$ cat src/hw/rtl/csf_pkg.sv
`timescale 1ns / 1ps

package csf_pkg;

    typedef enum logic [1:0] {
        CMD_WAIT   = 2'd0,
        CMD_SIGNAL = 2'd1,
        CMD_FLUSH  = 2'd2,
        CMD_INIT   = 2'd3
    } t_cmd;

    typedef enum logic [2:0] {
        STS_GRANTED = 3'd0,
        STS_BLOCKED = 3'd1,
        STS_WOKEN   = 3'd2,
        STS_FLUSHED = 3'd3,
        STS_RAISED  = 3'd4,
        STS_FULL    = 3'd5,
        STS_DONE    = 3'd6
    } t_status;

    typedef enum logic {
        BK_IDLE  = 1'b0,
        BK_FLUSH = 1'b1
    } t_back_state;

    localparam logic [15:0] COUNT_MAX = 16'hFFFF;

    typedef struct packed {
        t_cmd        command;
        logic [7:0]  requester_id;
        logic [15:0] init_count;
    } t_in_item;

    typedef struct packed {
        t_status     status;
        logic [7:0]  woken_id;
        logic [15:0] current_count;
        logic        last;
    } t_out_item;

    // Decoded command handed from front to back.
    typedef struct packed {
        t_cmd        cmd;
        logic [7:0]  id;
        logic [15:0] init_count;
    } t_cmd_item;

endpackage

$ cat src/hw/rtl/csf_front.sv
`timescale 1ns / 1ps

module csf_front #(
    parameter int ID_BITS = 8
) (
    input  logic                i_clk,
    input  logic                i_rst_n,
    input  logic                i_in_valid,
    output logic                o_in_ready,
    input  csf_pkg::t_in_item   i_in_data,
    output logic                o_cmd_valid,
    input  logic                i_cmd_pop,
    output csf_pkg::t_cmd_item  o_cmd
);
    import csf_pkg::*;

    t_cmd_item          r_slot [2];
    logic               r_wr_ptr, n_wr_ptr;
    logic               r_rd_ptr, n_rd_ptr;
    logic [1:0]         r_fill, n_fill;
    logic [15:0]        id_ext;
    logic [ID_BITS-1:0] id_keep;
    t_cmd_item          decoded;
    logic               push;
    logic               pop;

    assign id_ext  = {8'd0, i_in_data.requester_id};
    assign id_keep = id_ext[ID_BITS-1:0];

    always_comb begin
        decoded.cmd        = i_in_data.command;
        decoded.id         = 8'(16'(id_keep));
        decoded.init_count = i_in_data.init_count;
    end

    assign o_in_ready  = (r_fill != 2'd2);
    assign o_cmd_valid = (r_fill != 2'd0);
    assign o_cmd       = r_slot[r_rd_ptr];
    assign push        = i_in_valid && o_in_ready;
    assign pop         = i_cmd_pop && o_cmd_valid;

    always_comb begin
        n_wr_ptr = push ? ~r_wr_ptr : r_wr_ptr;
        n_rd_ptr = pop ? ~r_rd_ptr : r_rd_ptr;
        n_fill   = r_fill + 2'(push) - 2'(pop);
    end

    always_ff @(posedge i_clk) begin
        if (!i_rst_n) begin
            r_wr_ptr <= 1'b0;
            r_rd_ptr <= 1'b0;
            r_fill   <= 2'd0;
        end else begin
            r_wr_ptr <= n_wr_ptr;
            r_rd_ptr <= n_rd_ptr;
            r_fill   <= n_fill;
        end
    end

    always_ff @(posedge i_clk) begin
        if (push) begin
            r_slot[r_wr_ptr] <= decoded;
        end
    end

endmodule

$ cat src/hw/rtl/csf_back.sv
`timescale 1ns / 1ps

module csf_back #(
    parameter int QUEUE_DEPTH = 16,
    parameter int ID_BITS     = 8
) (
    input  logic                i_clk,
    input  logic                i_rst_n,
    input  logic                i_cmd_valid,
    output logic                o_cmd_pop,
    input  csf_pkg::t_cmd_item  i_cmd,
    output logic                o_out_valid,
    input  logic                i_out_ready,
    output csf_pkg::t_out_item  o_out_data
);
    import csf_pkg::*;

    localparam int PTR_W = $clog2(QUEUE_DEPTH);
    localparam int OCC_W = $clog2(QUEUE_DEPTH + 1);

    t_back_state        r_state, n_state;
    logic [15:0]        r_count, n_count;
    logic [PTR_W-1:0]   r_head, n_head;
    logic [PTR_W-1:0]   r_tail, n_tail;
    logic [OCC_W-1:0]   r_occ, n_occ;
    logic               r_out_valid, n_out_valid;
    t_out_item          r_out, n_out;

    logic [ID_BITS-1:0] r_queue_mem [QUEUE_DEPTH];
    logic [ID_BITS-1:0] r_rd_data;
    logic               mem_we;
    logic [ID_BITS-1:0] mem_wdata;
    logic [15:0]        id_ext;

    logic               out_free;
    logic               take;
    logic               full;
    logic               emit;
    t_status            res_status;
    logic [7:0]         res_id;
    logic               res_last;
    logic [7:0]         head_id;
    logic [PTR_W-1:0]   head_inc;
    logic [PTR_W-1:0]   tail_inc;

    assign out_free  = !r_out_valid || i_out_ready;
    assign take      = i_cmd_valid && (r_state == BK_IDLE) && out_free;
    assign o_cmd_pop = take;
    assign full      = (r_occ == OCC_W'(QUEUE_DEPTH));
    assign id_ext    = {8'd0, i_cmd.id};
    assign mem_wdata = id_ext[ID_BITS-1:0];
    assign head_id   = 8'(16'(r_rd_data));
    assign head_inc  = (r_head == PTR_W'(QUEUE_DEPTH - 1)) ? '0 : r_head + 1'b1;
    assign tail_inc  = (r_tail == PTR_W'(QUEUE_DEPTH - 1)) ? '0 : r_tail + 1'b1;

    always_comb begin
        n_state = r_state;
        unique case (r_state)
            BK_IDLE: begin
                if (take && i_cmd.cmd == CMD_FLUSH) begin
                    n_state = BK_FLUSH;
                end
            end
            BK_FLUSH: begin
                if (out_free && r_occ == '0) begin
                    n_state = BK_IDLE;
                end
            end
            default: n_state = BK_IDLE;
        endcase
    end

    always_comb begin
        n_count    = r_count;
        n_head     = r_head;
        n_tail     = r_tail;
        n_occ      = r_occ;
        mem_we     = 1'b0;
        emit       = 1'b0;
        res_status = STS_DONE;
        res_id     = 8'd0;
        res_last   = 1'b1;
        unique case (r_state)
            BK_IDLE: begin
                if (take) begin
                    unique case (i_cmd.cmd)
                        CMD_WAIT: begin
                            emit = 1'b1;
                            if (r_count != 16'd0) begin
                                n_count    = r_count - 16'd1;
                                res_status = STS_GRANTED;
                            end else if (!full) begin
                                mem_we     = 1'b1;
                                n_tail     = tail_inc;
                                n_occ      = r_occ + 1'b1;
                                res_status = STS_BLOCKED;
                            end else begin
                                res_status = STS_FULL;
                            end
                        end
                        CMD_SIGNAL: begin
                            emit = 1'b1;
                            if (r_occ != '0) begin
                                n_head     = head_inc;
                                n_occ      = r_occ - 1'b1;
                                res_status = STS_WOKEN;
                                res_id     = head_id;
                            end else begin
                                if (r_count != COUNT_MAX) begin
                                    n_count = r_count + 16'd1;
                                end
                                res_status = STS_RAISED;
                            end
                        end
                        CMD_FLUSH: begin
                            n_count = 16'd0;
                        end
                        CMD_INIT: begin
                            emit       = 1'b1;
                            n_count    = i_cmd.init_count;
                            n_head     = '0;
                            n_tail     = '0;
                            n_occ      = '0;
                            res_status = STS_DONE;
                        end
                    endcase
                end
            end
            BK_FLUSH: begin
                if (out_free) begin
                    emit = 1'b1;
                    if (r_occ != '0) begin
                        n_head     = head_inc;
                        n_occ      = r_occ - 1'b1;
                        res_status = STS_FLUSHED;
                        res_id     = head_id;
                        res_last   = 1'b0;
                    end else begin
                        n_head     = '0;
                        n_tail     = '0;
                        res_status = STS_DONE;
                    end
                end
            end
            default: ;
        endcase

        n_out.status        = res_status;
        n_out.woken_id      = res_id;
        n_out.current_count = n_count;
        n_out.last          = res_last;
        if (emit) begin
            n_out_valid = 1'b1;
        end else if (i_out_ready) begin
            n_out_valid = 1'b0;
        end else begin
            n_out_valid = r_out_valid;
        end
    end

    // Read port follows the next head; write-first on a collision.
    always_ff @(posedge i_clk) begin
        if (mem_we) begin
            r_queue_mem[r_tail] <= mem_wdata;
        end
        if (mem_we && r_tail == n_head) begin
            r_rd_data <= mem_wdata;
        end else begin
            r_rd_data <= r_queue_mem[n_head];
        end
    end

    always_ff @(posedge i_clk) begin
        if (!i_rst_n) begin
            r_state     <= BK_IDLE;
            r_count     <= 16'd0;
            r_head      <= '0;
            r_tail      <= '0;
            r_occ       <= '0;
            r_out_valid <= 1'b0;
        end else begin
            r_state     <= n_state;
            r_count     <= n_count;
            r_head      <= n_head;
            r_tail      <= n_tail;
            r_occ       <= n_occ;
            r_out_valid <= n_out_valid;
        end
    end

    always_ff @(posedge i_clk) begin
        if (emit) begin
            r_out <= n_out;
        end
    end

    assign o_out_valid = r_out_valid;
    assign o_out_data  = r_out;

endmodule

$ cat src/hw/rtl/counting_semaphore_fifo.sv
`timescale 1ns / 1ps

// Counting semaphore with a FIFO of waiting requester ids. A two-entry command
// queue sits behind the input port, so commands are taken while the back end
// works or while a result waits at the output register. The back end executes
// one command per cycle when idle and the output register is free: wait,
// signal and init each produce one result, and flush produces one result per
// queued waiter plus a final one, one per cycle after the cycle that takes it
// while the output is not stalled, holding the back end until the final one.
// Throughput is set by the single output register (one result per cycle unless
// stalled) and the wait-queue RAM, which has one write and one registered read
// port. There is no clearing pass after reset.
module counting_semaphore_fifo #(
    parameter int QUEUE_DEPTH = 16,
    parameter int ID_BITS     = 8
) (
    input  logic               i_clk,
    input  logic               i_rst_n,
    input  logic               i_in_valid,
    output logic               o_in_ready,
    input  csf_pkg::t_in_item  i_in_data,
    output logic               o_out_valid,
    input  logic               i_out_ready,
    output csf_pkg::t_out_item o_out_data
);
    import csf_pkg::*;

    logic      cmd_valid;
    logic      cmd_pop;
    t_cmd_item cmd;

    csf_front #(
        .ID_BITS (ID_BITS)
    ) u_front (
        .i_clk       (i_clk),
        .i_rst_n     (i_rst_n),
        .i_in_valid  (i_in_valid),
        .o_in_ready  (o_in_ready),
        .i_in_data   (i_in_data),
        .o_cmd_valid (cmd_valid),
        .i_cmd_pop   (cmd_pop),
        .o_cmd       (cmd)
    );

    csf_back #(
        .QUEUE_DEPTH (QUEUE_DEPTH),
        .ID_BITS     (ID_BITS)
    ) u_back (
        .i_clk       (i_clk),
        .i_rst_n     (i_rst_n),
        .i_cmd_valid (cmd_valid),
        .o_cmd_pop   (cmd_pop),
        .i_cmd       (cmd),
        .o_out_valid (o_out_valid),
        .i_out_ready (i_out_ready),
        .o_out_data  (o_out_data)
    );

endmodule

$ cat config.mk
export PLATFORM = sky130hd
export DESIGN_NAME = counting_semaphore_fifo
export DESIGN_NICKNAME = d
export VERILOG_FILES = /design/src/hw/rtl/csf_pkg.sv /design/src/hw/rtl/csf_front.sv /design/src/hw/rtl/csf_back.sv /design/src/hw/rtl/counting_semaphore_fifo.sv
export SDC_FILE = /design/constraint.sdc
export NUM_CORES = 1
export LEC_CHECK = 0
export ABC_CLOCK_PERIOD_IN_PS = 4800
export BUFFER_PORTS_ARGS = -buffer_cell sky130_fd_sc_hd__clkbuf_2
export CORE_MARGIN = 4
export CORE_UTILIZATION = 55
export CTS_BUF_LIST = sky130_fd_sc_hd__clkbuf_4
export CTS_CLUSTER_SIZE = 16
export DETAILED_ROUTE_END_ITERATION = 10
export GPL_TIMING_DRIVEN = 0
export PLACE_DENSITY = 0.79
export SYNTH_ARGS = -nofsm -noshare
export SYNTH_HDL_FRONTEND = slang
export SYNTH_SLANG_ARGS = --single-unit
$ cat constraint.sdc
create_clock -name i_clk -period 4.8 [get_ports i_clk]
set_input_delay 0.48 -clock i_clk [delete_from_list [all_inputs] [get_ports i_clk]]
set_output_delay 0.48 -clock i_clk [all_outputs]
set_load 0.02 [all_outputs]
==> run_results.csv, run 1 <==
group,metric,value,unit
critical_path,reg2reg_depth,8,
place,place_ws,-0.128,ns
timing,finalSetupViolCount,0,
critical_path,startpoint_type,"register",
final_layout,n_fill_cell,1473,
place,place_area,12000,µm²
route,via_per_inst,6.28,
pwr,powerDensity,590,nW/µm²
critical_path,worstSetupPathType,"register to register",
clock_network,root_buffer,"clkbuf_4",
final_layout,post-route-util,64.6,%
synthesis,synthFlopType,"edfxtp_1",
route,drtIter0Drc,925,
clock_network,postCtsSetupBuffers,0,
floorplanning,die-area,22900,µm²
clock_network,clock_path_buffers,3,
place,io_buffers,58,
synthesis,synth_nets,869,
grt,track_usage,25.3,%
grt,grt_use_met1,35.2,%
timing,rsz0062_at_grt,"no",
synthesis,synth_edf_count,208,
grt,antenna_found_initial,1,
final_layout,num-nets-final,1016,
floorplanning,die_h,151,µm
final_layout,area_growth,15.5,%
final_layout,layout-drive-gt1-share,26.5,%
synthesis,syn_avg_cell_area,13.8,µm²
grt,grt_overflow,0,
run_status,status,"finished clean",
grt,grt_max_degree,29,
place,dp.cells,1150,
final_layout,instances_no_fill,1288,
final_layout,stdcell_area,13100,µm²
timing,setup_ws,0.250,ns
final_layout,layout_commonest_cell,"edfxtp_1",
clock_network,cts_made_buffers,59,
synthesis,syn_area,11300,µm²
place,place.gp.congestion,0.966,
timing,finalHoldViolations,0,
timing,finalClockSkew,0.0507,ns
grt,first_global_vias,7910,
final_layout,regArea,7050,µm²
clock_network,cts_tree,"yes",
worst_hold_path,holdCritPathClass,"input pin to register",
grt,met2_usage,38.2,%
floorplanning,fp.coreArea,20200,µm²
timing,clock.fmax,0.220,GHz
final_layout,layout_common_cells,"edfxtp_1, clkbuf_4, clkbuf_2",
synthesis,synthCells,821,
critical_path,reg2reg_to,"u_back.r_queue_mem[3][7]",
route,finalWirelength,28700,µm
pwr,vdd_drop_max,0.301,mV
clock_network,cts.sinks,248,
pwr,total_leakage_power,4.47,nW
critical_path,crit_fanout,10,
floorplanning,die_w,151,µm
final_layout,multi_input_area,3950,µm²
floorplanning,fp-row-count,52,
synthesis,synth.distinct_cells,72,
route,ant_nets,0,
synthesis,async_flop_share,0,%
route,vias,8088,
critical_path,reg2reg_slack,0.25,ns
synthesis,ys_seq_area_share,62.3,%
timing,min_period,4.55,ns
grt,grt_busiest_layer,"met2",
route,drt-pass1-iter-count,5,
critical_path,critPathArrivalTime,4.84,ns
pwr,finalPower,7.71,mW
route,routedWlPerCell,22.3,µm
place,hpwl,19100,µm
floorplanning,ioPinCount,60,
clock_network,clk_latency,0.72,ns
route,drc_errors,0,
grt,met3_usage,6.16,%
timing,relSlewSlack,6.26,%
clock_network,htree_levels,2,
critical_path,endpoint_kind,"register",
floorplanning,start_util,55.9,%
clock_network,clk_pin_slew,0.07,ns
synthesis,ys_warn_count,0,
run,timing.max_cap.violations,0,
grt,grt_pass1_wl,44100,µm
critical_path,crit_end,"u_back.r_queue_mem[3][7]",
timing,worst_pin_slew,1.40,ns
timing,drv_slew,0,
timing,fin_crit_sh,94.8,%
synthesis,synth_seq_cells,248,
critical_path,crit_required,5.09,ns
==> critical path, cell delays in order (launching register included) <==
cell and delay (ns):
dfxtp_1 0.31, clkbuf_1 0.37, buf_1 0.55, clkbuf_2 0.39
mux2i_1 0.51, ha_1 0.39, and4_1 0.36, nand2_1 0.19
nor3_1 1.09
==> final cells by class <==
type                       instances  area share, %
sequential                       248           53.9
tap                              270           2.58
multi-input combinational        487           30.2
buffer                            63           2.07
timing repair buffer              86           4.38
clock inverter                    12          0.517
inverter                          23          0.661
antenna                            1         0.0191
clock buffer                      98           5.63
==> metrics by stage <==
step | setup TNS [ns] | hold slack, ns
after floorplan | 0 | 0.466
after CTS | 0 | 0.149
after global placement | -41.32 | 0.496
after detailed placement | -0.221 | 0.509
after global routing | 0 | 0.186
final | 0 | 0.196
==> synth_stat cells (all sizes together), types with 3 or more instances <==
library cell / count / area [µm²]
nand3: 21 / 110
a41oi: 3 / 26.3
nand2b: 8 / 50.1
or4: 5 / 45.0
o41ai: 5 / 62.6
nor3b: 5 / 37.5
o31a: 3 / 26.3
and3: 5 / 31.3
a21oi: 23 / 115
dfxtp: 40 / 801
nor3: 29 / 145
inv: 22 / 82.6
o211ai: 6 / 45.0
a32oi: 3 / 26.3
ha: 18 / 225
nor2: 41 / 154
nor4: 19 / 153
buf: 26 / 130
nand4: 21 / 131
or2: 3 / 18.8
xnor2: 3 / 26.3
o31ai: 7 / 52.6
o311ai: 4 / 35.0
o221ai: 3 / 26.3
o22ai: 3 / 18.8
o21ai: 20 / 100
mux2: 22 / 248
or3: 8 / 50.1
a311oi: 3 / 26.3
nand2: 53 / 199
a31oi: 10 / 62.6
mux4: 40 / 901
and4: 12 / 105
a221oi: 4 / 35.0
edfxtp: 208 / 6250
o2111ai: 4 / 35.0
clkbuf: 37 / 139
mux2i: 10 / 100
a211oi: 9 / 67.6
nor2b: 16 / 100
and2: 9 / 56.3
==> metal layers <==
layer | part of all wire, % | vias up
li1 | - | 3586
met2 | 46 | 542
met5 | 0 | -
met3 | 11 | 79
met1 | 39 | 3881
met4 | 3.7 | 0
==> flip-flops by register name, indices dropped and copies added (netlist names), 2 cells and up, named ones only <==
name	flops
u_back.o_out_data	28
u_back.r_count	16
u_back.r_head	4
u_back.r_occ	5
u_back.r_queue_mem	128
u_back.r_tail	4
u_front.r_fill	2
u_front.r_slot	52
==> where the power goes <==
group | internal [mW] | switching (mW) | total (mW) | leakage, nW
registers | 2.82 | 0.134 | 2.96 | 2.23
clock network | 0.924 | 0.825 | 1.75 | 0.478
logic | 0.971 | 2.03 | 3.00 | 1.76
==> what timing repair did <==
action,in CTS,in global routing
resized for setup,1,2
hold buffers,26,0
setup endpoints to repair,4,16
hold endpoints to repair,52,0
==> worst min-delay path by stage <==
stage / startpoint / end / cells after the start
floorplan: u_back.r_head[3] / register / 1
detailed placement: u_back.r_tail[0] / u_back.r_tail[0] / 2
CTS: i_in_valid / u_front.r_wr_ptr / 4
global route: i_in_valid / u_front.r_wr_ptr / 4
finish: i_in_valid / u_front.r_wr_ptr / 4
global placement: u_front.r_rd_ptr / u_front.r_rd_ptr / 2
==> cell families (layout without fill, tap and decap cells) <==
kind of cell / count (synthesis) / after routing / share of synthesized area (%)
other: 0 / 1 / 0
adder cells (fa/ha/maj): 18 / 18 / 1.99
flip-flops: 248 / 248 / 62.3
XOR/XNOR: 5 / 5 / 0.387
multiplexers: 72 / 72 / 11.0
AND/OR/NAND/NOR: 260 / 260 / 12.7
buffers and inverters: 86 / 282 / 3.14
AO/OA/AOI/OAI: 132 / 132 / 8.45
Power figures use the tool's default switching activity.
==> run 2, diff against run 1 <==
Settings changed: CTS_BUF_LIST sky130_fd_sc_hd__clkbuf_4 to sky130_fd_sc_hd__clkbuf_16.
==> run 2 against run 1 <==
Net effect:
- critical path depth grew 3
- clock skew decreased by 0.029 ns
- sequential power hardly changed
- total power grew 2.8%
- non-clock buffer count shrank 27
- register-to-register slack gained 0.13 ns
- critical path type unchanged
- critical endpoint is now u_back.o_out_data[10]
- highest routed layer unchanged
==> run_results.csv, run 2 (synthesized netlist as in run 1, its figures left out) <==
group,metric,value,unit
final_layout,num-nets-final,956,
run_status,status,"finished clean",
critical_path,path_buf_inv,5,
route,routedWlPerCell,23.4,µm
worst_hold_path,holdCritPathClass,"input pin to register",
floorplanning,die_w,151,µm
clock_network,cts.sinks,248,
clock_network,clk_pin_slew,0.06,ns
route,via_per_inst,6.43,
final_layout,instances_no_fill,1197,
critical_path,endpoint_kind,"register",
final_layout,post-route-util,63.6,%
clock_network,cts_tree,"yes",
clock_network,clock_path_buffers,3,
route,finalWirelength,28000,µm
timing,relSlewSlack,17.4,%
floorplanning,start_util,55.9,%
critical_path,cpPeakStageDelay,0.80,ns
clock_network,cts_made_buffers,26,
route,drt-pass1-iter-count,5,
timing,drv_slew,0,
timing,finalSetupViolCount,0,
grt,antenna_found_initial,1,
place,dp.cells,1150,
route,drtIter0Drc,858,
timing,setup-tns-final,0,ns
critical_path,critical_path.top_delay_family,"buffers and inverters",
run,timing.max_cap.violations,0,
grt,grt_overflow,0,
floorplanning,die_h,151,µm
route,drc_errors,0,
clock_network,root_buffer,"clkbuf_16",
critical_path,startpoint_type,"register",
pwr,powerDensity,615,nW/µm²
timing,worst_pin_slew,1.24,ns
final_layout,stdcell_area,12900,µm²
critical_path,worstSetupPathType,"register to register",
timing,rsz0062_at_grt,"no",
critical_path,crit_fanout,10,
final_layout,largest_reg_flops,128,
route,vias,7701,
floorplanning,die-area,22900,µm²
floorplanning,fp-row-count,52,
grt,grt_pass1_wl,42900,µm
place,hpwl,19100,µm
grt,track_usage,24.8,%
grt,first_global_vias,7482,
pwr,finalPower,7.92,mW
timing,clock.fmax,0.226,GHz
timing,finalClockSkew,0.0217,ns
final_layout,layout-drive-gt1-share,22.4,%
final_layout,num_antenna_cells,0,
final_layout,area_growth,13.7,%
critical_path,worst_path_max_delay_cell,"nor4_2",
critical_path,crit_required,5.05,ns
final_layout,layout_common_cells,"edfxtp_1, clkbuf_2, nand2_1",
grt,grt_max_degree,29,
critical_path,critPathArrivalTime,4.67,ns
clock_network,htree_levels,1,
floorplanning,ioPinCount,60,
critical_path,cp_cell_sequence,"clkbuf_1 -> buf_1 -> clkbuf_2 -> mux2i_1 -> ha_1 -> buf_2 -> inv_1 -> nor4_2 -> nand2_1 -> o41ai_1 -> a211oi_1",
timing,min_period,4.42,ns
timing,finalHoldViolations,0,
clock_network,postCtsSetupBuffers,0,
final_layout,n_fill_cell,1468,
timing,setup_ws,0.377,ns
floorplanning,fp.coreArea,20200,µm²
final_layout,largest_register,"u_back.r_queue_mem",
pwr,total_leakage_power,4.31,nW
timing,worst_hold_slack,0.135,ns
final_layout,layout_commonest_cell,"edfxtp_1",
place,place.gp.congestion,0.966,
clock_network,clk_latency,0.54,ns
place,place_ws,-0.128,ns
route,ant_nets,0,
timing,fin_crit_sh,92.2,%
place,place_area,12000,µm²
place,io_buffers,58,
pwr,vdd_drop_max,0.336,mV
-- run 2: path summary, 6_finish.rpt --
path                    start               endpoint  slack [ns]  cells past startpoint
max                  register  u_back.o_out_data[10]        0.38                     11
min             i_in_data[21]  u_front.r_slot[1][21]        0.13                      1
min reg2reg  u_back.r_head[3]               register        0.51                      1
max reg2reg          register  u_back.o_out_data[10]        0.38                     11
-- run 2: layer usage --
layer,vias to the layer above,track usage (%),routed length (µm)
li1,3430,-,-
met1,3746,34.8,11300
met2,445,37.9,12900
met3,80,5.92,2770
met4,0,9.52,1080
met5,-,0,0
-- run 2: worst reg2reg max path: stages (launching register included) --
cell      delay [ns]
dfxtp_1         0.31
clkbuf_1        0.36
buf_1           0.54
clkbuf_2        0.39
mux2i_1         0.52
ha_1            0.23
buf_2           0.23
inv_1           0.14
nor4_2          0.80
nand2_1         0.12
o41ai_1         0.39
a211oi_1        0.11
-- run 2: report_power, final --
part	total (mW)	switching [mW]	internal (mW)
Clock	1.99	0.827	1.16
Sequential	2.95	0.132	2.82
Combinational	2.98	2.02	0.958
Total	7.92	2.98	4.94
-- run 2: layout make-up --
| class | count | area, µm² | area share, % |
|---|---|---|---|
| sequential | 248 | 7050 | 54.8 |
| timing repair buffer | 59 | 305 | 2.37 |
| clock buffer | 26 | 651 | 5.06 |
| buffer | 63 | 270 | 2.10 |
| multi-input combinational | 487 | 3960 | 30.8 |
| tap | 270 | 338 | 2.63 |
| clock inverter | 21 | 208 | 1.61 |
| inverter | 23 | 86.3 | 0.671 |
-- run 2: timing repair --
item,in CTS,in global routing
endpoints found under the setup margin,4,8
hold buffers,0,0
gates resized for setup,1,2
